===== src/design/function_call_tracer_macros.svh =====
// Assertion macros shared by the function call tracer modules.
// Expects clk and rst_n in the scope where a macro is used.
`ifndef FUNCTION_CALL_TRACER_MACROS_SVH
`define FUNCTION_CALL_TRACER_MACROS_SVH

// Same-cycle implication, disabled during reset.
`define FCT_ASSERT_IMP(label, ante, cons, msg) \
    label: assert property (@(posedge clk) disable iff (!rst_n) (ante) |-> (cons)) \
        else $error(msg);

// Next-cycle implication, disabled during reset.
`define FCT_ASSERT_NXT(label, ante, cons, msg) \
    label: assert property (@(posedge clk) disable iff (!rst_n) (ante) |=> (cons)) \
        else $error(msg);

`endif


===== src/design/fct_pkg.sv =====
// Types and constants for the function call tracer.
// No dependencies; used by every module of the block.
`default_nettype none

package fct_pkg;

    localparam int unsigned XLEN        = 32;
    localparam int unsigned SLOT_W      = 6;
    localparam int unsigned COUNT_W     = 7;
    localparam int unsigned LEVEL_W     = 7;
    localparam int unsigned QUEUE_DEPTH = 2;

    // jalr x0, 0(x1)
    localparam logic [XLEN-1:0] RET_WORD = 32'h0000_8067;

    localparam logic EVT_CALL = 1'b0;
    localparam logic EVT_RET  = 1'b1;

    localparam logic FUNC_LOAD  = 1'b0;
    localparam logic FUNC_TRACE = 1'b1;

    typedef struct packed {
        logic              is_trace;
        logic              load_ok;
        logic              is_ret;
        logic [SLOT_W-1:0] slot;
        logic [XLEN-1:0]   entry_start;
        logic [XLEN-1:0]   entry_name;
        logic [XLEN-1:0]   pc;
        logic [XLEN-1:0]   target;
    } fct_req_t;

    typedef struct packed {
        logic               event_res;
        logic [XLEN-1:0]    event_pc;
        logic [LEVEL_W-1:0] nest_level;
        logic [XLEN-1:0]    name_offset;
        logic [XLEN-1:0]    call_target;
        logic               last_of_run;
    } fct_evt_t;

    typedef struct packed {
        logic [XLEN-1:0] start;
        logic [XLEN-1:0] name;
    } fct_entry_t;

    typedef enum logic [1:0] {
        ST_IDLE,
        ST_SEARCH,
        ST_RET,
        ST_CALL
    } fct_state_t;

endpackage

`default_nettype wire


===== src/design/fct_front.sv =====
// Front end: takes input requests, decodes the request kind and the return
// encoding, and hands a packed request to the queue. Depends on fct_pkg.
`default_nettype none

module fct_front #(
    parameter int unsigned TABLE_ENTRIES = 64
) (
    input  wire logic                          push,
    output logic                               full,
    input  wire logic                          func,
    input  wire logic [fct_pkg::SLOT_W-1:0]    slot,
    input  wire logic [fct_pkg::XLEN-1:0]      entry_start,
    input  wire logic [fct_pkg::XLEN-1:0]      entry_name,
    input  wire logic [fct_pkg::XLEN-1:0]      pc,
    input  wire logic [fct_pkg::XLEN-1:0]      target,
    input  wire logic [fct_pkg::XLEN-1:0]      instr,
    output logic                               req_push,
    output fct_pkg::fct_req_t                  req_data,
    input  wire logic                          req_full
);

    assign full     = req_full;
    assign req_push = push && !req_full;

    always_comb
    begin
        req_data             = '0;
        req_data.is_trace    = (func == fct_pkg::FUNC_TRACE);
        // slots past the table are dropped
        req_data.load_ok     = (func == fct_pkg::FUNC_LOAD) &&
                               (32'(slot) < 32'(TABLE_ENTRIES));
        req_data.is_ret      = (instr == fct_pkg::RET_WORD);
        req_data.slot        = slot;
        req_data.entry_start = entry_start;
        req_data.entry_name  = entry_name;
        req_data.pc          = pc;
        req_data.target      = target;
    end

endmodule

`default_nettype wire


===== config.mk =====
export PLATFORM = sky130hd
export DESIGN_NAME = fct_front
export DESIGN_NICKNAME = d
export VERILOG_FILES = /design/src/design/function_call_tracer_macros.svh /design/src/design/fct_pkg.sv /design/src/design/fct_front.sv
export SDC_FILE = /design/constraint.sdc
export NUM_CORES = 1
export LEC_CHECK = 0
export BUFFER_PORTS_ARGS = -buffer_cell sky130_fd_sc_hd__buf_2
export CAP_MARGIN = 20
export CELL_PAD_IN_SITES_DETAIL_PLACEMENT = 0
export CELL_PAD_IN_SITES_GLOBAL_PLACEMENT = 1
export CORE_AREA = 3 3 118 120
export DETAILED_ROUTE_END_ITERATION = 7
export DIE_AREA = 0 0 121 123
export GPL_ROUTABILITY_DRIVEN = 0
export GPL_TIMING_DRIVEN = 0
export PLACE_DENSITY = 0.68
export RECOVER_POWER = 25
export SETUP_SLACK_MARGIN = 0.02
export SYNTH_ARGS = -nofsm -noshare
export SYNTH_HDL_FRONTEND = slang
export SYNTH_SLANG_ARGS = --single-unit

===== constraint.sdc =====
create_clock -name vclk -period 0.8
set_input_delay 0.08 -clock vclk [all_inputs]
set_output_delay 0.08 -clock vclk [all_outputs]
set_load 0.1 [all_outputs]

After elaboration in Yosys (flattened, before gate mapping)

Cells that the tools add are included.

Eq/ne operators: 1
Bitwise logic cells: 1
Reductions and logical operators: 2

Operators by type and width:

| operator                                                                | number |
|---|---|
| 32-bit by 16-bit equality test with 1-bit output, second input constant | 1 |
| 1-bit logical AND                                                       | 1 |
| 1-bit zero test                                                         | 1 |
| 1-bit inverter                                                          | 1 |

Register bits: 0
Output and inout port bits: 139

Longest topological paths before layout

Gate-level depths: netlist of the first run.

Depth after elaboration: 2
Depth in mapped cells: 3
Gate-level depth less buffers: 3

Worst setup path before layout of the first run

Ideal clock, no wire load.

Path type: input to output
Start point: input port instr[24] in the netlist's numbering
End point: output port req_data[134] in the netlist's numbering
Data arrival time: 1,710 ps
Data required time: 720 ps
Path slack: -990 ps
Stages on the path: 3
Path buffers: 0
Cells stage by stage: nor4_2 -> nand4_1 -> nor2_1

RTL lines:

| what               | RTL line        | text |
|---|---|---|
| start: declaration | fct_front.sv:16 | `input wire logic [fct_pkg::XLEN-1:0] instr,` |
| end: declaration   | fct_front.sv:18 | `output fct_pkg::fct_req_t req_data,` |

==> impl_metrics.env, run 1 <==
export IMPL_critPathSlowestCell="nor4_4"
export IMPL_drt_iter0_markers=4
export IMPL_worstHoldPathType="in -> out"
export IMPL_dp_slack_ns=-0.508
export IMPL_grt_usage_pct=5.12
export IMPL_fmax_ghz=0.944
export IMPL_vdd_ir_drop_max_uv=427
export IMPL_arrival_ns=0.98
export IMPL_yosys_warnings=0
export IMPL_die_h_um=123
export IMPL_viasPerCell=2.91
export IMPL_port_buffers=174
export IMPL_ys_top_cells_by_area="buf_4 90%, nor4_2 4.4%, nor4b_2 1.3%"
export IMPL_nFillCells=1471
export IMPL_cpPeakStageDelay_ns=0.24
export IMPL_status="finished with violations"
export IMPL_die_area_um2=14900
export IMPL_wl_mm=5.30
export IMPL_netlist_instances=149
export IMPL_post_route_period_util_pct=132
export IMPL_syn_area_um2=1140
export IMPL_hold_viol=0
export IMPL_layout_drive_gt1_share_pct=98.8
export IMPL_p_total_mw=3.71
export IMPL_grt_max_degree=3
export IMPL_seq_cells=0
export IMPL_leakagePower_nw=1.40
export IMPL_dpl_hpwl_mm=5.12
export IMPL_synth_largest_area_cell="buf_4"
export IMPL_coreArea_um2=13100
export IMPL_insertedDiodeCount=0
export IMPL_tns_ns=-0.259
export IMPL_ys_seq_area_share_pct=0
export IMPL_grt_pass1_vias=1354
export IMPL_power_density_nw_per_um2=1600
export IMPL_synth_top_area_share_pct=89.7
export IMPL_ys_top_cells_by_count="136 x buf_4, 4 x nor4_2, 2 x nand4_1"
export IMPL_max_cap_violations=0
export IMPL_startpoint="instr[8]"
export IMPL_setup_viol=1
export IMPL_place_area_um2=2240
export IMPL_row_count=42
export IMPL_post_cts_setup_buffer_count=0
export IMPL_synthesis_nets=318
export IMPL_vias=1453
export IMPL_die_x_um=121
export IMPL_post_drt_wl_per_cell_um=10.6
export IMPL_synth_most_common_cell="buf_4"
export IMPL_slew_violations=0
export IMPL_holdWs_ns=0.544
export IMPL_gr_total_overflow=0
export IMPL_nets=494
export IMPL_violations="setup timing"
export IMPL_end_kind="output port"
export IMPL_syn_to_final_growth_pct=104
export IMPL_fin_crit_ns=1.06
export IMPL_final_seq_area_um2=0
export IMPL_synth_cell_type_count=10
export IMPL_drc=0
export IMPL_firstDrtPassIters=2
export IMPL_slew_headroom_pct=63.8
export IMPL_initial_utilization_pct=8.70
export IMPL_ant_nets=0
export IMPL_final_cell_area_um2=2320
export IMPL_crit_path_end="req_data[134]"
export IMPL_path_class="in -> out"
export IMPL_grt_pass1_wl_mm=6.04
export IMPL_startpoint_type="input port"
export IMPL_worst_pin_slew_ns=0.545
export IMPL_crit_chain="buf_2 -> nor4_4 -> nand4_1 -> nor2_4 -> buf_12"
export IMPL_clockBufferCount=0
export IMPL_rsz0062_at_grt="yes"
export IMPL_crit_required_ns=0.72
export IMPL_grt_antenna_before_repair=0
export IMPL_cp_max_fo=1
export IMPL_layout_setup_ws_ns=-0.259
export IMPL_io_pins=308
export IMPL_syn_avg_cell_area_um2=7.64
[per-layer routing]
layer / vias up / routed length (um) / part of all wire [%] / global-route usage (%)
li1: 678 / - / - / -
met1: 597 / 1450 / 27 / 4.70
met2: 178 / 3040 / 57 / 11.8
met3: 0 / 808 / 15 / 1.01
met4: 0 / 0 / 0 / 0
met5: - / 0 / 0 / 0
[repair_timing]
item / in CTS / in global routing
hold buffers: 0 / 0
gates resized for setup: 12 / 2
endpoints found under the setup margin: 3 / 1
hold endpoints to repair: 0 / 0
pin swaps: 2 / 3
[final cells by class]
cell class,instances,area [um^2],area share (%)
inverters,1,3.75,0.162
well taps,176,220,9.49
repair buffers,174,916,39.5
multi-input cells,12,159,6.85
plain buffers,136,1020,44.0
[cells in the final DEF, fill, tap and decap left out]
cell | synthesis | layout
nor2_4 | 0 | 1
and4b_1 | 1 | 1
nor4_2 | 4 | 4
nor4b_2 | 1 | 1
buf_6 | 0 | 4
nand4_1 | 2 | 2
nor4bb_4 | 0 | 1
buf_2 | 0 | 133
nor2b_4 | 0 | 1
inv_1 | 1 | 1
nor4_4 | 0 | 1
buf_4 | 136 | 138
clkbuf_2 | 0 | 34
buf_12 | 0 | 1
[worst max-delay path, delay by kind of cell]
family,cells,cell delay [ns]
buffers and inverters,2,0.29
AND/OR/NAND/NOR,3,0.60
[how the worst min path moves through the flow]
stage | startpoint | endpoint | cells after the start
after floorplan | req_full | req_push | 1
after global placement | target[28] | req_data[28] | 2
after detailed placement | entry_start[18] | req_data[114] | 2
after CTS | entry_start[18] | req_data[114] | 2
after global routing | entry_name[18] | req_data[82] | 2
final | target[3] | req_data[3] | 2
[cell families (layout without fill, tap and decap cells)]
kind of cell / after synthesis / in the layout / synth area share, %
buf+inv: 137 / 311 / 90.0
simple gates: 12 / 12 / 10.0
[stage by stage]
| step | utilization, % | std cells |
|---|---|---|
| after CTS | 17.6 | 499 |
| after global placement | 17.2 | 499 |
| final | 17.7 | 499 |
| after global routing | 17.7 | 499 |
| after detailed placement | 17.2 | 499 |
| after floorplan | - | 149 |
[power breakdown]
group	total [mW]	internal [mW]	leakage, nW	switching (mW)
Sequential	0	0	0	0
Clock	0	0	0	0
Combinational	3.71	0.742	1.40	2.97
(Power assumes the default switching activity.)
==> run 2: changes to the inputs <==
--- a/config.mk
+++ b/config.mk
@@ -12,7 +12,6 @@
 export CORE_AREA = 3 3 118 120
 export DETAILED_ROUTE_END_ITERATION = 7
 export DIE_AREA = 0 0 121 123
-export GPL_ROUTABILITY_DRIVEN = 0
 export GPL_TIMING_DRIVEN = 0
 export PLACE_DENSITY = 0.68
 export RECOVER_POWER = 25
==> constraint.sdc (replaced) <==
create_clock -name vclk -period 1
set_input_delay 0.1 -clock vclk [all_inputs]
set_output_delay 0.1 -clock vclk [all_outputs]
set_load 0.1 [all_outputs]
==> impl_metrics.env, run 2 (synthesis results as in run 1) <==
export IMPL_status="finished with violations"
export IMPL_violations="setup timing"
export IMPL_vias=1455
export IMPL_cp_top_family="simple AND/OR/NAND/NOR gates"
export IMPL_drc=0
export IMPL_max_cap_violations=0
export IMPL_die_x_um=121
export IMPL_rsz0062_at_grt="yes"
export IMPL_coreArea_um2=13100
export IMPL_syn_to_final_growth_pct=103
export IMPL_port_buffers=174
export IMPL_post_route_util_pct=17.7
export IMPL_hp_start="target[3]"
export IMPL_worst_pin_slew_ns=0.545
export IMPL_critPathSlowestCell="nor4_4"
export IMPL_ant_nets=0
export IMPL_final_seq_area_um2=0
export IMPL_firstDrtPassIters=2
export IMPL_setup_viol=1
export IMPL_wl_mm=5.31
export IMPL_cpPeakStageDelay_ns=0.24
export IMPL_hold_viol=0
export IMPL_layout_common_cells="136 x buf_4, 135 x buf_2, 34 x clkbuf_2"
export IMPL_grt_usage_pct=5.12
export IMPL_post_route_period_util_pct=110
export IMPL_end_kind="output port"
export IMPL_vdd_ir_drop_max_uv=342
export IMPL_power_density_nw_per_um2=1280
export IMPL_initial_utilization_pct=8.70
export IMPL_cts_hold_buf=0
export IMPL_grt_antenna_before_repair=0
export IMPL_io_pins=308
export IMPL_final_common_cell="buf_4"
export IMPL_clockBufferCount=0
export IMPL_dpl_hpwl_mm=5.12
export IMPL_fmax_ghz=0.910
export IMPL_arrival_ns=1.00
export IMPL_layout_setup_ws_ns=-0.0988
export IMPL_insertedDiodeCount=0
export IMPL_cp_max_fo=1
export IMPL_nFillCells=1471
export IMPL_die_h_um=123
export IMPL_die_area_um2=14900
export IMPL_gp_congestion=0.734
export IMPL_path_class="in -> out"
export IMPL_hold_end="req_data[3]"
export IMPL_drt_iter0_markers=7
export IMPL_layout_drive_gt1_share_pct=98.8
export IMPL_viasPerCell=2.92
export IMPL_grt_max_degree=3
export IMPL_fin_crit_ns=1.10
export IMPL_grt_pass1_wl_mm=6.03
export IMPL_final_cell_area_um2=2310
export IMPL_seq_cells=0
export IMPL_leakagePower_nw=1.40
export IMPL_row_count=42
export IMPL_slew_violations=0
export IMPL_place_area_um2=2240
export IMPL_crit_required_ns=0.90
export IMPL_gr_total_overflow=0
export IMPL_nets=494
export IMPL_post_drt_wl_per_cell_um=10.6
export IMPL_grt_pass1_vias=1357
export IMPL_crit_chain="buf_2 -> nor4_4 -> nand4_1 -> nor2_4 -> buf_12"
export IMPL_worstHoldPathType="in -> out"
export IMPL_startpoint_type="input port"
export IMPL_slew_headroom_pct=63.8
export IMPL_hold_path_depth=2
export IMPL_post_cts_setup_buffer_count=0
export IMPL_multi_input_area_um2=159
export IMPL_crit_buf_inv=2
export IMPL_fin_cells=499
export IMPL_place_inst=499
-- run 2: worst max-delay path by stage --
stage	slack (ns)	depth (start not counted)	to	start
floorplan	-0.13	3	req_data[134]	instr[24]
global placement	-0.34	5	req_data[134]	instr[9]
detailed placement	-0.35	5	req_data[134]	instr[9]
CTS	-0.09	5	req_data[134]	instr[4]
global route	-0.15	5	req_data[134]	instr[4]
finish	-0.1	5	req_data[134]	instr[8]
-- run 2: cell type report --
cell class / count / share of cell area [%]
inverters: 1 / 0.162
plain buffers: 136 / 44.1
multi-input cells: 12 / 6.86
repair buffers: 174 / 39.4
well taps: 176 / 9.51
-- run 2: report_power, final --
part	internal (mW)	total [mW]	switching, mW
combinational	0.591	2.97	2.37
sequential	0	0	0
clock	0	0	0
total	0.591	2.97	2.37
-- run 2: repair_timing --
action	CTS	global route
endpoints found under the setup margin	1	1
gates resized for setup	10	2
pin swaps	2	3
-- run 2: metrics by stage --
step,total power [mW],hold slack (ns),worst slack (ns),TNS [ns]
2_1_floorplan,2.61,0.301,-0.126,-0.126
6_report,2.97,0.584,-0.0988,-0.0988
3_3_place_gp,2.95,0.585,-0.338,-0.338
5_1_grt,3.04,0.590,-0.145,-0.145
4_1_cts,2.97,0.584,-0.0943,-0.0943
3_5_place_dp,2.96,0.584,-0.348,-0.348
-- run 2: metal layers --
layer,part of all wire (%),global-route usage (%),up-vias
met5,0,0,-
met4,0,0,0
met3,15,1.01,0
met2,57,11.8,178
met1,27,4.70,599
li1,-,-,678
