### src/design/function_call_tracer_macros.svh
// Assertion macros shared by the function call tracer modules.
// Expects clk and rst_n in the scope where a macro is used.
`ifndef FUNCTION_CALL_TRACER_MACROS_SVH
`define FUNCTION_CALL_TRACER_MACROS_SVH

// Same-cycle implication, disabled during reset.
`define FCT_ASSERT_IMP(label, ante, cons, msg) \
    label: assert property (@(posedge clk) disable iff (!rst_n) (ante) |-> (cons)) \
        else $error(msg);

// Next-cycle implication, disabled during reset.
`define FCT_ASSERT_NXT(label, ante, cons, msg) \
    label: assert property (@(posedge clk) disable iff (!rst_n) (ante) |=> (cons)) \
        else $error(msg);

`endif

### src/design/fct_pkg.sv
// Types and constants for the function call tracer.
// No dependencies; used by every module of the block.
`default_nettype none

package fct_pkg;

    localparam int unsigned XLEN        = 32;
    localparam int unsigned SLOT_W      = 6;
    localparam int unsigned COUNT_W     = 7;
    localparam int unsigned LEVEL_W     = 7;
    localparam int unsigned QUEUE_DEPTH = 2;

    // jalr x0, 0(x1)
    localparam logic [XLEN-1:0] RET_WORD = 32'h0000_8067;

    localparam logic EVT_CALL = 1'b0;
    localparam logic EVT_RET  = 1'b1;

    localparam logic FUNC_LOAD  = 1'b0;
    localparam logic FUNC_TRACE = 1'b1;

    typedef struct packed {
        logic              is_trace;
        logic              load_ok;
        logic              is_ret;
        logic [SLOT_W-1:0] slot;
        logic [XLEN-1:0]   entry_start;
        logic [XLEN-1:0]   entry_name;
        logic [XLEN-1:0]   pc;
        logic [XLEN-1:0]   target;
    } fct_req_t;

    typedef struct packed {
        logic               event_res;
        logic [XLEN-1:0]    event_pc;
        logic [LEVEL_W-1:0] nest_level;
        logic [XLEN-1:0]    name_offset;
        logic [XLEN-1:0]    call_target;
        logic               last_of_run;
    } fct_evt_t;

    typedef struct packed {
        logic [XLEN-1:0] start;
        logic [XLEN-1:0] name;
    } fct_entry_t;

    typedef enum logic [1:0] {
        ST_IDLE,
        ST_SEARCH,
        ST_RET,
        ST_CALL
    } fct_state_t;

endpackage

`default_nettype wire

### src/design/fct_queue.sv
// Small FIFO used between front and back, and for the result requests.
// Depends on fct_pkg and function_call_tracer_macros.svh.
`default_nettype none

`include "function_call_tracer_macros.svh"

module fct_queue #(
    parameter type T = logic
) (
    input  wire logic clk,
    input  wire logic rst_n,
    input  wire logic push,
    input  wire T     wdata,
    output logic      full,
    input  wire logic pop,
    output T          rdata,
    output logic      empty
);

    localparam int unsigned DEPTH = fct_pkg::QUEUE_DEPTH;
    localparam int unsigned PTR_W = (DEPTH > 1) ? $clog2(DEPTH) : 1;
    localparam int unsigned CNT_W = $clog2(DEPTH + 1);

    T                   mem [DEPTH];
    logic [PTR_W-1:0]   wr_ptr_reg, wr_ptr_next;
    logic [PTR_W-1:0]   rd_ptr_reg, rd_ptr_next;
    logic [CNT_W-1:0]   cnt_reg, cnt_next;
    logic               do_push, do_pop;

    assign full    = (cnt_reg == CNT_W'(DEPTH));
    assign empty   = (cnt_reg == '0);
    assign do_push = push && !full;
    assign do_pop  = pop && !empty;
    assign rdata   = mem[rd_ptr_reg];

    always_comb
    begin
        wr_ptr_next = wr_ptr_reg;
        rd_ptr_next = rd_ptr_reg;
        cnt_next    = cnt_reg;
        if (do_push)
        begin
            wr_ptr_next = (wr_ptr_reg == PTR_W'(DEPTH - 1)) ? '0 : wr_ptr_reg + 1'b1;
        end
        if (do_pop)
        begin
            rd_ptr_next = (rd_ptr_reg == PTR_W'(DEPTH - 1)) ? '0 : rd_ptr_reg + 1'b1;
        end
        if (do_push && !do_pop)
        begin
            cnt_next = cnt_reg + 1'b1;
        end
        else if (do_pop && !do_push)
        begin
            cnt_next = cnt_reg - 1'b1;
        end
    end

    always_ff @(posedge clk or negedge rst_n)
    begin
        if (!rst_n)
        begin
            wr_ptr_reg <= '0;
            rd_ptr_reg <= '0;
            cnt_reg    <= '0;
        end
        else
        begin
            wr_ptr_reg <= wr_ptr_next;
            rd_ptr_reg <= rd_ptr_next;
            cnt_reg    <= cnt_next;
        end
    end

    always_ff @(posedge clk)
    begin
        if (do_push)
        begin
            mem[wr_ptr_reg] <= wdata;
        end
    end

    `FCT_ASSERT_IMP(a_cnt_bound, 1'b1, cnt_reg <= CNT_W'(DEPTH), "queue count above depth")
    `FCT_ASSERT_NXT(a_cnt_grow, do_push && !do_pop, cnt_reg == $past(cnt_reg) + 1'b1, "queue count did not grow on push")

endmodule

`default_nettype wire

### config.mk
export PLATFORM = sky130hd
export DESIGN_NAME = fct_queue
export DESIGN_NICKNAME = d
export VERILOG_FILES = /design/src/design/fct_pkg.sv /design/src/design/fct_queue.sv
export VERILOG_INCLUDE_DIRS = /design/src /design/src/design
export SDC_FILE = /design/constraint.sdc
export NUM_CORES = 1
export LEC_CHECK = 0
export ABC_AREA = 1
export BUFFER_PORTS_ARGS = -buffer_cell sky130_fd_sc_hd__buf_2
export CAP_MARGIN = 10
export CORE_AREA = 2 2 39 41
export DETAILED_ROUTE_END_ITERATION = 12
export DIE_AREA = 0 0 41 43
export PLACE_DENSITY = 0.51
export SLEW_MARGIN = 20
export SYNTH_ARGS = -nofsm -noshare
export SYNTH_HDL_FRONTEND = slang
export SYNTH_SLANG_ARGS = --single-unit
### constraint.sdc
create_clock -name clk -period 1.6 [get_ports clk]
set_clock_uncertainty 0.1 [all_clocks]
set_input_delay 0.08 -clock clk [delete_from_list [all_inputs] [get_ports clk]]
set_output_delay 0.08 -clock clk [all_outputs]
set_load 0.005 [all_outputs]
* Word level (Yosys, flattened, before mapping)
Memories as Yosys holds them, arrays and structs flattened.
Cells that the tools add are included.
** Word-level totals
- Memories kept :: 1
- Bits of input ports :: 5
- Output and inout port bits :: 3
- Memory bits (writable) :: 2
- Word-level logic and storage cells :: 25
- Bits in registers :: 4
** Operators by class
- Mux-type cells :: 6
- $add $sub $neg :: 4
- Eq/ne operators :: 1
- Reductions and logical operators :: 10
** Memory list
- mem :: words 2, bits a word 1, rd ports 1, clocked after memory_dff 0, wr ports 1, line fct_queue.sv:24 : T mem [DEPTH];
** Operators with widths (number)
- $logic_and A1 B1 Y1 :: 4
- $logic_not A1 Y1 :: 4
- $mux W1 :: 4
- $mux W2 :: 2
- $add A1 B1 Y1 const B :: 2
- $add A2 B1 Y2 const B :: 1
- $eq A2 B2 Y1 const B :: 1
- $logic_not A2 Y1 :: 1
- $reduce_bool A2 Y1 :: 1
- $sub A2 B1 Y2 const B :: 1

* Longest topological paths before layout
Gate-level depths: netlist (run 1).
- Depth in word-level cells :: 7
- Mapped depth :: 9
- Mapped depth without buffers :: 9

* Worst setup path before layout (run 1)
Ideal clock, no wire load.
- Path kind :: reg2reg
- Start :: register cnt_reg[0]
- End :: register cnt_reg[1]
- Arrival :: 1150 ps
- Cell stages (with the launch flop) :: 8
- Required time :: 1383 ps
- Path buffers :: 0
- Period minus slack after synthesis :: 1367 ps
- Slack :: 233 ps
- Library setup time :: 117 ps
- Cells stage by stage :: dfrtp_1 > nor2_2 > nor2_2 > ha_1 > inv_1 > nand3_1 > nand2_1 > nand2_1
** Between the ends
- Longest elaborated chain between the ends :: 6
- Elaborated cells on any way between the ends :: 15
- Those cells by class :: add/sub (2); eq/ne (1); mux (2); reduce/logical (10)
** Ends and longest elaborated chain
- from (decl) :: line fct_queue.sv:27 : logic [CNT_W-1:0] cnt_reg, cnt_next;
- from (signal assigned) :: line fct_queue.sv:71 : cnt_reg <= cnt_next;
- $eq A2 B2 Y1 (*) :: line fct_queue.sv:30 : assign full = (cnt_reg == CNT_W'(DEPTH));
- named net full :: line fct_queue.sv:14 : output logic full,
- $logic_not A1 Y1 (*) :: line fct_queue.sv:32 : assign do_push = push && !full;
- $logic_and A1 B1 Y1 (*) :: line fct_queue.sv:32
- $logic_not A1 Y1 :: line fct_queue.sv:53 : else if (do_pop && !do_push)
- $logic_and A1 B1 Y1 :: line fct_queue.sv:53
- $reduce_bool A2 Y1 (no line)
The timed path passes the listed nets; every way through them passes the cells marked *. The select of a mux whose other input is x is not followed.
A chain may end at the register's enable or synchronous reset.

* Worst setup path in the final report (run 1)
- Start :: register cnt_reg[0]
- End :: register cnt_reg[1]
** Between the ends
- Longest elaborated chain between the ends :: 6
- Elaborated cells on any way between the ends :: 15
- Those cells by class :: add/sub (2); eq/ne (1); mux (2); reduce/logical (10)
** Ends and longest elaborated chain (line)
- $eq A2 B2 Y1 / $logic_not A2 Y1 (equally long branches) :: fct_queue.sv:30, fct_queue.sv:31
- $logic_not A1 Y1 (on tied branches) :: fct_queue.sv:32, fct_queue.sv:33
- $logic_and A1 B1 Y1 (on tied branches) :: fct_queue.sv:32, fct_queue.sv:33
- $logic_not A1 Y1 (on tied branches) :: fct_queue.sv:53, fct_queue.sv:49
- $logic_and A1 B1 Y1 (on tied branches) :: fct_queue.sv:53, fct_queue.sv:49
- $reduce_bool A2 Y1 (no line) / $mux W2 (equally long branches)
Parallel ways exist; a longest one is shown, timed or not. The select of a mux whose other input is x is not followed.

==> flow_metrics.py, run 1 <==
metrics = {
    "run_status": {
        "status": "finished clean",
    },
    "critical_path": {
        "r2r_slack_ns": 0.17,
        "path_class": "flop to flop",
        "reg2reg_to": "cnt_reg[1]$_DFFE_PN0P_",
        "r2r-start": "cnt_reg[0]$_DFFE_PN0P_",
        "r2r_cells": 7,
        "crit_required_ns": 1.64,
        "cp_max_fo": 7,
        "setup.worst_path.start_class": "flop",
        "end_kind": "flop",
        "crit_arrival_ns": 1.46,
    },
    "final_layout": {
        "drive_gt1_frac": 0.240,
        "filler_cell_count": 151,
        "final_common_cell": "nand2_1",
        "syn2layout_area_growth_pct": 35.2,
        "layout.nets": 58,
        "diodes": 0,
        "layout_common_cells": "nand2_1, inv_1, buf_2",
        "postLayoutCoreUtil": 0.298,
    },
    "logic_synthesis": {
        "syn_nets": 43,
        "yosys.area.top_type": "dfrtp_1",
        "ys_warn_count": 0,
        "syn_area_um2": 305,
        "synth_xor_area_frac": 0.0287,
        "muxShareOfSynthArea": 0,
        "yosys-top-cells-area": "dfrtp_1, edfxtp_1, nand2_1, inv_1, ha_1",
        "ys_ff_latch": 6,
        "synth_top_family_by_area": "simple AND/OR/NAND/NOR gates",
        "ys_seq_area_frac": 0.525,
        "syn_area_per_cell_um2": 8.25,
        "synth_compound_area_frac": 0.0328,
        "synth_top_area_share": 0.328,
        "ys_types": 12,
        "synth_fa_ha_area_frac": 0.0410,
        "synthSimpleGateAreaFrac": 0.275,
        "netlist_instances": 37,
    },
    "clocking": {
        "clk_path_buf_depth": 2,
        "cts_inserted_buffers": 3,
        "cts_root_buffer": "clkbuf_4",
        "cts_tree": "yes",
        "clock-sinks": 6,
        "post_cts_buffers": 0,
        "cts_max_level": 1,
        "clkSlewWorstSetupHoldPaths_ns": 0.04,
        "clk_latency_ns": 0.24,
    },
    "global_route": {
        "use_met2": 0.103,
        "grt_pass1_vias": 243,
        "globalRoute.busiestLayer": "met4",
        "use_met3": 0.0314,
        "grt_use_total": 0.0898,
        "overflow": 0,
        "antenna_found_initial": 0,
        "grt_max_degree": 8,
        "grt_pass1_wl_um": 924,
        "use_met1": 0.0948,
    },
    "hold_path": {
        "min-delay-path-class": "input pin to async pin",
    },
    "floorplanning": {
        "start_util": 0.221,
        "die_h_um": 43,
        "die_w_um": 41,
        "core_region_area_um2": 1380,
        "dieArea_um2": 1760,
        "rows": 14,
        "top_level_ports": 8,
    },
    "power": {
        "p_leak_nw": 0.224,
        "p_int_mw": 0.443,
        "p_switching_mw": 0.266,
        "power_density_nw_per_um2": 1720,
        "power_frac_comb": 0.402,
        "clkPwrFrac": 0.196,
        "vdd.ir_drop.worst_mv": 0.492,
        "sw_frac_of_total": 0.376,
        "power_frac_seq": 0.401,
    },
    "placed_design": {
        "place_congestion": 0.750,
        "portBuffers": 7,
        "hpwl_um": 435,
    },
    "timing": {
        "relSlewSlack": 0.853,
        "worst_pin_slew_ns": 0.219,
        "worst_hold_slack_ns": 0.0686,
        "layout_min_cycle_time_ns": 1.43,
        "fin_crit_sh": 0.892,
        "setup_tns_ns": 0,
        "drv_slew": 0,
        "hold_viol": 0,
        "rsz0062_at_grt": "no",
        "finalSetupViolCount": 0,
        "fmax_ghz": 0.701,
    },
    "drt": {
        "vias": 261,
        "drt-total-wl_um": 557,
        "route.detailed.drc": 0,
        "viasPerCell": 3.95,
        "drt_iter0_markers": 3,
        "ant_nets": 0,
        "avgRoutedWirePerCell_um": 8.44,
        "dr.pass1.iters": 3,
    },
    "flow_run": {
        "max_cap_viol_count": 0,
    },
}
[Yosys cell counts]
| master | number |
|---|---|
| xnor2_1 | 1 |
| edfxtp_1 | 2 |
| inv_1 | 8 |
| nor2_1 | 2 |
| nand4_1 | 1 |
| nand2_1 | 12 |
| dfrtp_1 | 4 |
| nor2_2 | 2 |
| nand3b_1 | 1 |
| nand3_1 | 1 |
| ha_1 | 1 |
| o21ai_0 | 2 |
[critical path: stages, from the launching register on]
cell	delay, ns
dfrtp_1	0.44
nor2_2	0.16
nor2_2	0.06
ha_1	0.29
inv_1	0.09
nand3_1	0.08
nand2_1	0.06
nand2_1	0.04
[cell type report]
class                   instances  area, um^2  share of cell area
flip-flops and latches          6         160               0.388
multi-input cells              23         115               0.279
repair buffers                 10        65.1               0.158
inverters                       8        30.0              0.0727
clock buffers                   3        22.5              0.0545
well taps                      16        20.0              0.0485
[power groups by stage]
stage	logic, mW	clock network (mW)	registers, mW
finish	0.285	0.139	0.284
global route	0.343	0.148	0.298
CTS	0.289	0.148	0.286
detailed placement	0.282	0	0.288
global placement	0.276	0	0.288
floorplan	0.210	0	0.273
[stage by stage]
| stage | std cells | power (mW) | area [um^2] | setup WS (ns) |
|---|---|---|---|---|
| after floorplan | 37 | 0.483 | 305 | 0.233 |
| after global placement | 60 | 0.563 | 360 | 0.133 |
| after detailed placement | 60 | 0.570 | 360 | 0.149 |
| after CTS | 66 | 0.723 | 413 | 0.137 |
| after global routing | 66 | 0.789 | 413 | 0.0415 |
| final | 66 | 0.709 | 413 | 0.173 |
[cells by family after synthesis]
| kind of cell | Yosys count |
|---|---|
| simple gates | 19 |
| buf+inv | 8 |
| flops | 6 |
| compound gates | 2 |
| xor+xnor | 1 |
| fa+ha+maj | 1 |
[worst max path at each step]
stage,start,to,slack [ns],depth (start not counted)
after floorplan,cnt_reg[0]$_DFFE_PN0P_,cnt_reg[1]$_DFFE_PN0P_,0.23,7
after global placement,cnt_reg[0]$_DFFE_PN0P_,cnt_reg[1]$_DFFE_PN0P_,0.13,6
after detailed placement,cnt_reg[0]$_DFFE_PN0P_,cnt_reg[1]$_DFFE_PN0P_,0.15,6
after CTS,cnt_reg[0]$_DFFE_PN0P_,cnt_reg[1]$_DFFE_PN0P_,0.14,6
after global routing,cnt_reg[0]$_DFFE_PN0P_,cnt_reg[1]$_DFFE_PN0P_,0.04,7
final,cnt_reg[0]$_DFFE_PN0P_,cnt_reg[1]$_DFFE_PN0P_,0.17,7
[per-layer routing]
metal  vias to the layer above  share of wire  wire [um]
met3                         4          0.074         41
li1                        140              -          -
met5                         -              0          0
met2                        11           0.38        212
met4                         0          0.065         36
met1                       106           0.48        267
[what timing repair did]
item / 4_1_cts / 5_1_grt
gates resized for setup: 0 / 1
hold buffers: 3 / 0
setup endpoints to repair: 0 / 1
endpoints found under the hold margin: 7 / 0
No activity file was read; power rests on OpenSTA's default activity.
==> run 2, diff against run 1 <==
Settings changed: CELL_PAD_IN_SITES_DETAIL_PLACEMENT set to 1, CELL_PAD_IN_SITES_GLOBAL_PLACEMENT set to 2, PLACE_DENSITY 0.51 to 0.73.
==> flow_metrics.py, run 2 (synthesis gave the netlist of run 1 again) <==
metrics = {
    "clocking": {
        "clkSlewWorstSetupHoldPaths_ns": 0.05,
        "cts_max_level": 1,
        "cts_resized": 0,
        "cts_root_buffer": "clkbuf_4",
        "clk_path_buf_depth": 2,
        "cts_inserted_buffers": 3,
        "cts_tree": "yes",
        "post_cts_buffers": 0,
        "clk_latency_ns": 0.25,
        "clock-sinks": 6,
    },
    "timing": {
        "drv_slew": 0,
        "fin_crit_sh": 0.891,
        "layout_min_cycle_time_ns": 1.43,
        "worst_pin_slew_ns": 0.233,
        "fin_ws_ns": 0.175,
        "fmax_ghz": 0.702,
        "hold_viol": 0,
        "finalSetupViolCount": 0,
        "setup_tns_ns": 0,
        "relSlewSlack": 0.843,
        "rsz0062_at_grt": "no",
    },
    "global_route": {
        "grt_pass1_wl_um": 986,
        "grt_pass1_vias": 255,
        "overflow": 0,
        "grt_max_degree": 5,
        "grt_use_total": 0.0921,
        "antenna_found_initial": 0,
    },
    "placed_design": {
        "dpl_worst_slack_ns": 0.172,
        "place_area_um2": 368,
        "hpwl_um": 477,
        "place_congestion": 0.673,
        "portBuffers": 7,
    },
    "power": {
        "vdd.ir_drop.worst_mv": 0.509,
        "p_total_mw": 0.748,
        "clkPwrFrac": 0.203,
        "power_frac_seq": 0.369,
        "p_leak_nw": 0.230,
        "p_int_mw": 0.468,
        "sw_frac_of_total": 0.374,
        "power_density_nw_per_um2": 1760,
        "p_switching_mw": 0.280,
        "power_frac_comb": 0.428,
    },
    "drt": {
        "vias": 283,
        "route.detailed.drc": 0,
        "drt-total-wl_um": 613,
        "ant_nets": 0,
        "drt_iter0_markers": 2,
        "viasPerCell": 4.16,
        "avgRoutedWirePerCell_um": 9.01,
        "dr.pass1.iters": 2,
    },
    "critical_path": {
        "setup.worst_path.start_class": "flop",
        "crit_required_ns": 1.64,
        "end_kind": "flop",
        "critical_path.cell_chain": "inv_1 > nor2_2 > nor2_2 > ha_1 > inv_1 > nand3_1 > nand2_1 > nand2_1",
        "path_class": "flop to flop",
        "cp_slowest_cell": "dfrtp_1",
        "cp_max_fo": 4,
        "crit_arrival_ns": 1.46,
        "slowest_delay_ns": 0.40,
        "r2r_cells": 8,
    },
    "final_layout": {
        "stdcell_area_um2": 424,
        "layout_common_cells": "nand2_1, inv_1, buf_2",
        "postLayoutCoreUtil": 0.307,
        "layout.nets": 59,
        "diodes": 0,
        "final_common_cell": "nand2_1",
        "syn2layout_area_growth_pct": 38.9,
        "drive_gt1_frac": 0.250,
    },
    "floorplanning": {
        "top_level_ports": 8,
        "rows": 14,
        "die_h_um": 43,
        "dieArea_um2": 1760,
        "core_region_area_um2": 1380,
        "die_w_um": 41,
        "start_util": 0.221,
    },
    "hold_path": {
        "min-delay-path-class": "input pin to async pin",
    },
    "run_status": {
        "status": "finished clean",
    },
    "flow_run": {
        "max_cap_viol_count": 0,
    },
}
## run 2: power groups by stage
stage | Combinational [mW] | Clock [mW] | Sequential (mW)
detailed placement | 0.316 | 0 | 0.279
CTS | 0.329 | 0.157 | 0.277
finish | 0.320 | 0.152 | 0.276
floorplan | 0.210 | 0 | 0.273
global placement | 0.315 | 0 | 0.276
global route | 0.382 | 0.169 | 0.285
## run 2: routing by layer
layer | track usage | part of all wire | up-vias | wire length, um
met5 | 0 | 0 | - | 0
met4 | 0.120 | 0.065 | 0 | 40
met3 | 0.0314 | 0.049 | 4 | 30
met2 | 0.103 | 0.41 | 11 | 253
met1 | 0.112 | 0.47 | 125 | 289
li1 | - | - | 143 | -
## run 2: final cells by class
type	count	area [um^2]
timing repair buffer	11	72.6
multi-input combinational	23	115
tap	16	20.0
sequential	6	160
inverter	8	30.0
clock buffer	4	26.3
fill	177	960
## run 2: what timing repair did
action,CTS,global route
hold buffers,3,0
endpoints found under the setup margin,0,0
endpoints found under the hold margin,7,0
## run 2: critical path, delay by kind of cell, from the launching register on
kind          cells  cell delay (ns)
fa+ha+maj         1             0.26
flops             1             0.40
simple gates      5             0.36
buf+inv           2             0.20
## run 2: final timing paths
check	startpoint	end	slack (ns)
max reg2reg	cnt_reg[1]$_DFFE_PN0P_	cnt_reg[1]$_DFFE_PN0P_	0.17
min	rst_n	wr_ptr_reg$_DFFE_PN0N_	0.07
min reg2reg	wr_ptr_reg$_DFFE_PN0N_	wr_ptr_reg$_DFFE_PN0N_	0.40
max	cnt_reg[1]$_DFFE_PN0P_	cnt_reg[1]$_DFFE_PN0P_	0.17
max in group asynchronous	rst_n	rd_ptr_reg$_DFFE_PN0P_	1.21
min in group clk	push	wr_ptr_reg$_DFFE_PN0N_	0.07
## run 2: through the flow
step | hold WS, ns | std cells
3_5_place_dp | -0.208 | 61
6_report | 0.0681 | 68
3_3_place_gp | -0.206 | 61
5_1_grt | 0.0708 | 68
2_1_floorplan | -0.316 | 37
4_1_cts | 0.0697 | 68
==> run 3, diff against run 2 <==
Settings changed: CTS_BUF_LIST set to sky130_fd_sc_hd__clkbuf_2 sky130_fd_sc_hd__clkbuf_4 sky130_fd_sc_hd__clkbuf_8.
Clock period 1.6 ns to 1.5 ns, I/O delays scaled along.
==> flow_metrics.py, run 3 (synthesis gave the netlist of run 1 again) <==
metrics = {
    "run_status": {
        "status": "finished clean",
    },
    "clocking": {
        "clk_path_buf_depth": 2,
        "clk_latency_ns": 0.23,
        "cts_tree": "yes",
        "cts_root_buffer": "clkbuf_4",
        "cts_max_level": 1,
        "clock-sinks": 6,
        "clkSlewWorstSetupHoldPaths_ns": 0.05,
        "cts_inserted_buffers": 3,
    },
    "floorplanning": {
        "die_w_um": 41,
        "top_level_ports": 8,
        "core_region_area_um2": 1380,
        "dieArea_um2": 1760,
        "start_util": 0.221,
        "die_h_um": 43,
        "rows": 14,
    },
    "global_route": {
        "grt_max_degree": 5,
        "antenna_found_initial": 0,
        "grt_use_total": 0.0828,
        "grt_pass1_wl_um": 862,
        "grt_pass1_vias": 239,
        "overflow": 0,
    },
    "placed_design": {
        "hpwl_um": 488,
        "place_congestion": 0.656,
        "dpl_worst_slack_ns": 0.0156,
        "place_area_um2": 375,
        "portBuffers": 7,
    },
    "critical_path": {
        "crit_required_ns": 1.52,
        "cp_slowest_cell": "dfrtp_1",
        "cp_max_fo": 4,
        "r2r_slack_ns": 0.15,
        "r2r_cells": 6,
        "endpoint": "cnt_reg[1]$_DFFE_PN0P_",
        "crit_start": "cnt_reg[0]$_DFFE_PN0P_",
        "r2r-start": "cnt_reg[0]$_DFFE_PN0P_",
        "path_class": "flop to flop",
        "crit_arrival_ns": 1.37,
        "slowest_delay_ns": 0.44,
        "setup.worst_path.start_class": "flop",
        "cpMostUsedCell": "nand2_1",
        "reg2reg_to": "cnt_reg[1]$_DFFE_PN0P_",
        "end_kind": "flop",
        "critical_path.cell_chain": "o21ai_2 > ha_4 > inv_2 > nand3_1 > nand2_1 > nand2_1",
    },
    "hold_path": {
        "hold_depth": 4,
        "min-delay-path-class": "input pin to flop",
    },
    "final_layout": {
        "layout.nets": 60,
        "stdcell_area_um2": 462,
        "layout_common_cells": "nand2_1, buf_2, inv_1",
        "syn2layout_area_growth_pct": 51.2,
        "diodes": 0,
        "final_common_cell": "nand2_1",
        "postLayoutCoreUtil": 0.334,
        "drive_gt1_frac": 0.358,
    },
    "timing": {
        "layout_min_cycle_time_ns": 1.35,
        "fin_crit_sh": 0.899,
        "rsz0062_at_grt": "no",
        "worst_hold_slack_ns": 0.0642,
        "setup_tns_ns": 0,
        "fmax_ghz": 0.741,
        "relSlewSlack": 0.853,
        "finalSetupViolCount": 0,
        "fin_ws_ns": 0.151,
        "drv_slew": 0,
        "hold_viol": 0,
        "worst_pin_slew_ns": 0.218,
    },
    "drt": {
        "vias": 275,
        "route.detailed.drc": 0,
        "ant_nets": 0,
        "drt-total-wl_um": 595,
        "dr.pass1.iters": 1,
        "viasPerCell": 3.99,
        "avgRoutedWirePerCell_um": 8.62,
        "drt_iter0_markers": 0,
    },
    "power": {
        "vdd.ir_drop.worst_mv": 0.577,
        "power_density_nw_per_um2": 1910,
        "p_leak_nw": 0.239,
    },
    "flow_run": {
        "max_cap_viol_count": 0,
    },
}
-- run 3: cell type report --
cell class / count / area [um^2]
Inverter: 8 / 30.0
Tap cell: 16 / 20.0
Timing Repair Buffer: 12 / 80.1
Sequential cell: 6 / 160
Clock buffer: 4 / 30.0
Multi-Input combinational cell: 23 / 141
Fill cell: 176 / 922
-- run 3: worst min-delay path by stage --
stage	slack [ns]	endpoint	start
detailed placement	-0.22	cnt_reg[1]$_DFFE_PN0P_	rst_n
floorplan	-0.32	cnt_reg[0]$_DFFE_PN0P_	rst_n
finish	0.06	wr_ptr_reg$_DFFE_PN0N_	push
CTS	0.06	wr_ptr_reg$_DFFE_PN0N_	rst_n
global placement	-0.21	cnt_reg[1]$_DFFE_PN0P_	rst_n
global route	0.07	wr_ptr_reg$_DFFE_PN0N_	rst_n
-- run 3: critical path: cells and delay by family (launching register included) --
family | cells | cell delay [ns]
and+or+nand+nor | 3 | 0.18
AOI/OAI and AO/OA | 1 | 0.23
buffers and inverters | 1 | 0.05
DFF | 1 | 0.44
adders and majority gates | 1 | 0.25
-- run 3: repair_timing --
action | in CTS | in global routing
hold buffers | 3 | 0
endpoints found under the hold margin | 7 | 0
buffers inserted | 0 | 0
gates resized for setup | 0 | 7
endpoints found under the setup margin | 0 | 1
-- run 3: layer usage --
layer | share of wire | wire length, um | GRT usage
met1 | 0.45 | 268 | 0.0820
met2 | 0.47 | 280 | 0.103
met3 | 0.045 | 27 | 0.0314
met4 | 0.032 | 19 | 0.120
met5 | 0 | 0 | 0
-- run 3: where the power goes --
group / switching (mW) / total, mW / internal [mW]
sequential: 0.0644 / 0.307 / 0.242
combinational: 0.207 / 0.400 / 0.193
clock: 0.0543 / 0.173 / 0.119
-- run 3: metrics by stage --
step / total power, mW / cells
final: 0.880 / 69
after global routing: 0.970 / 69
after floorplan: 0.515 / 37
after global placement: 0.638 / 62
after detailed placement: 0.650 / 62
after CTS: 0.838 / 69
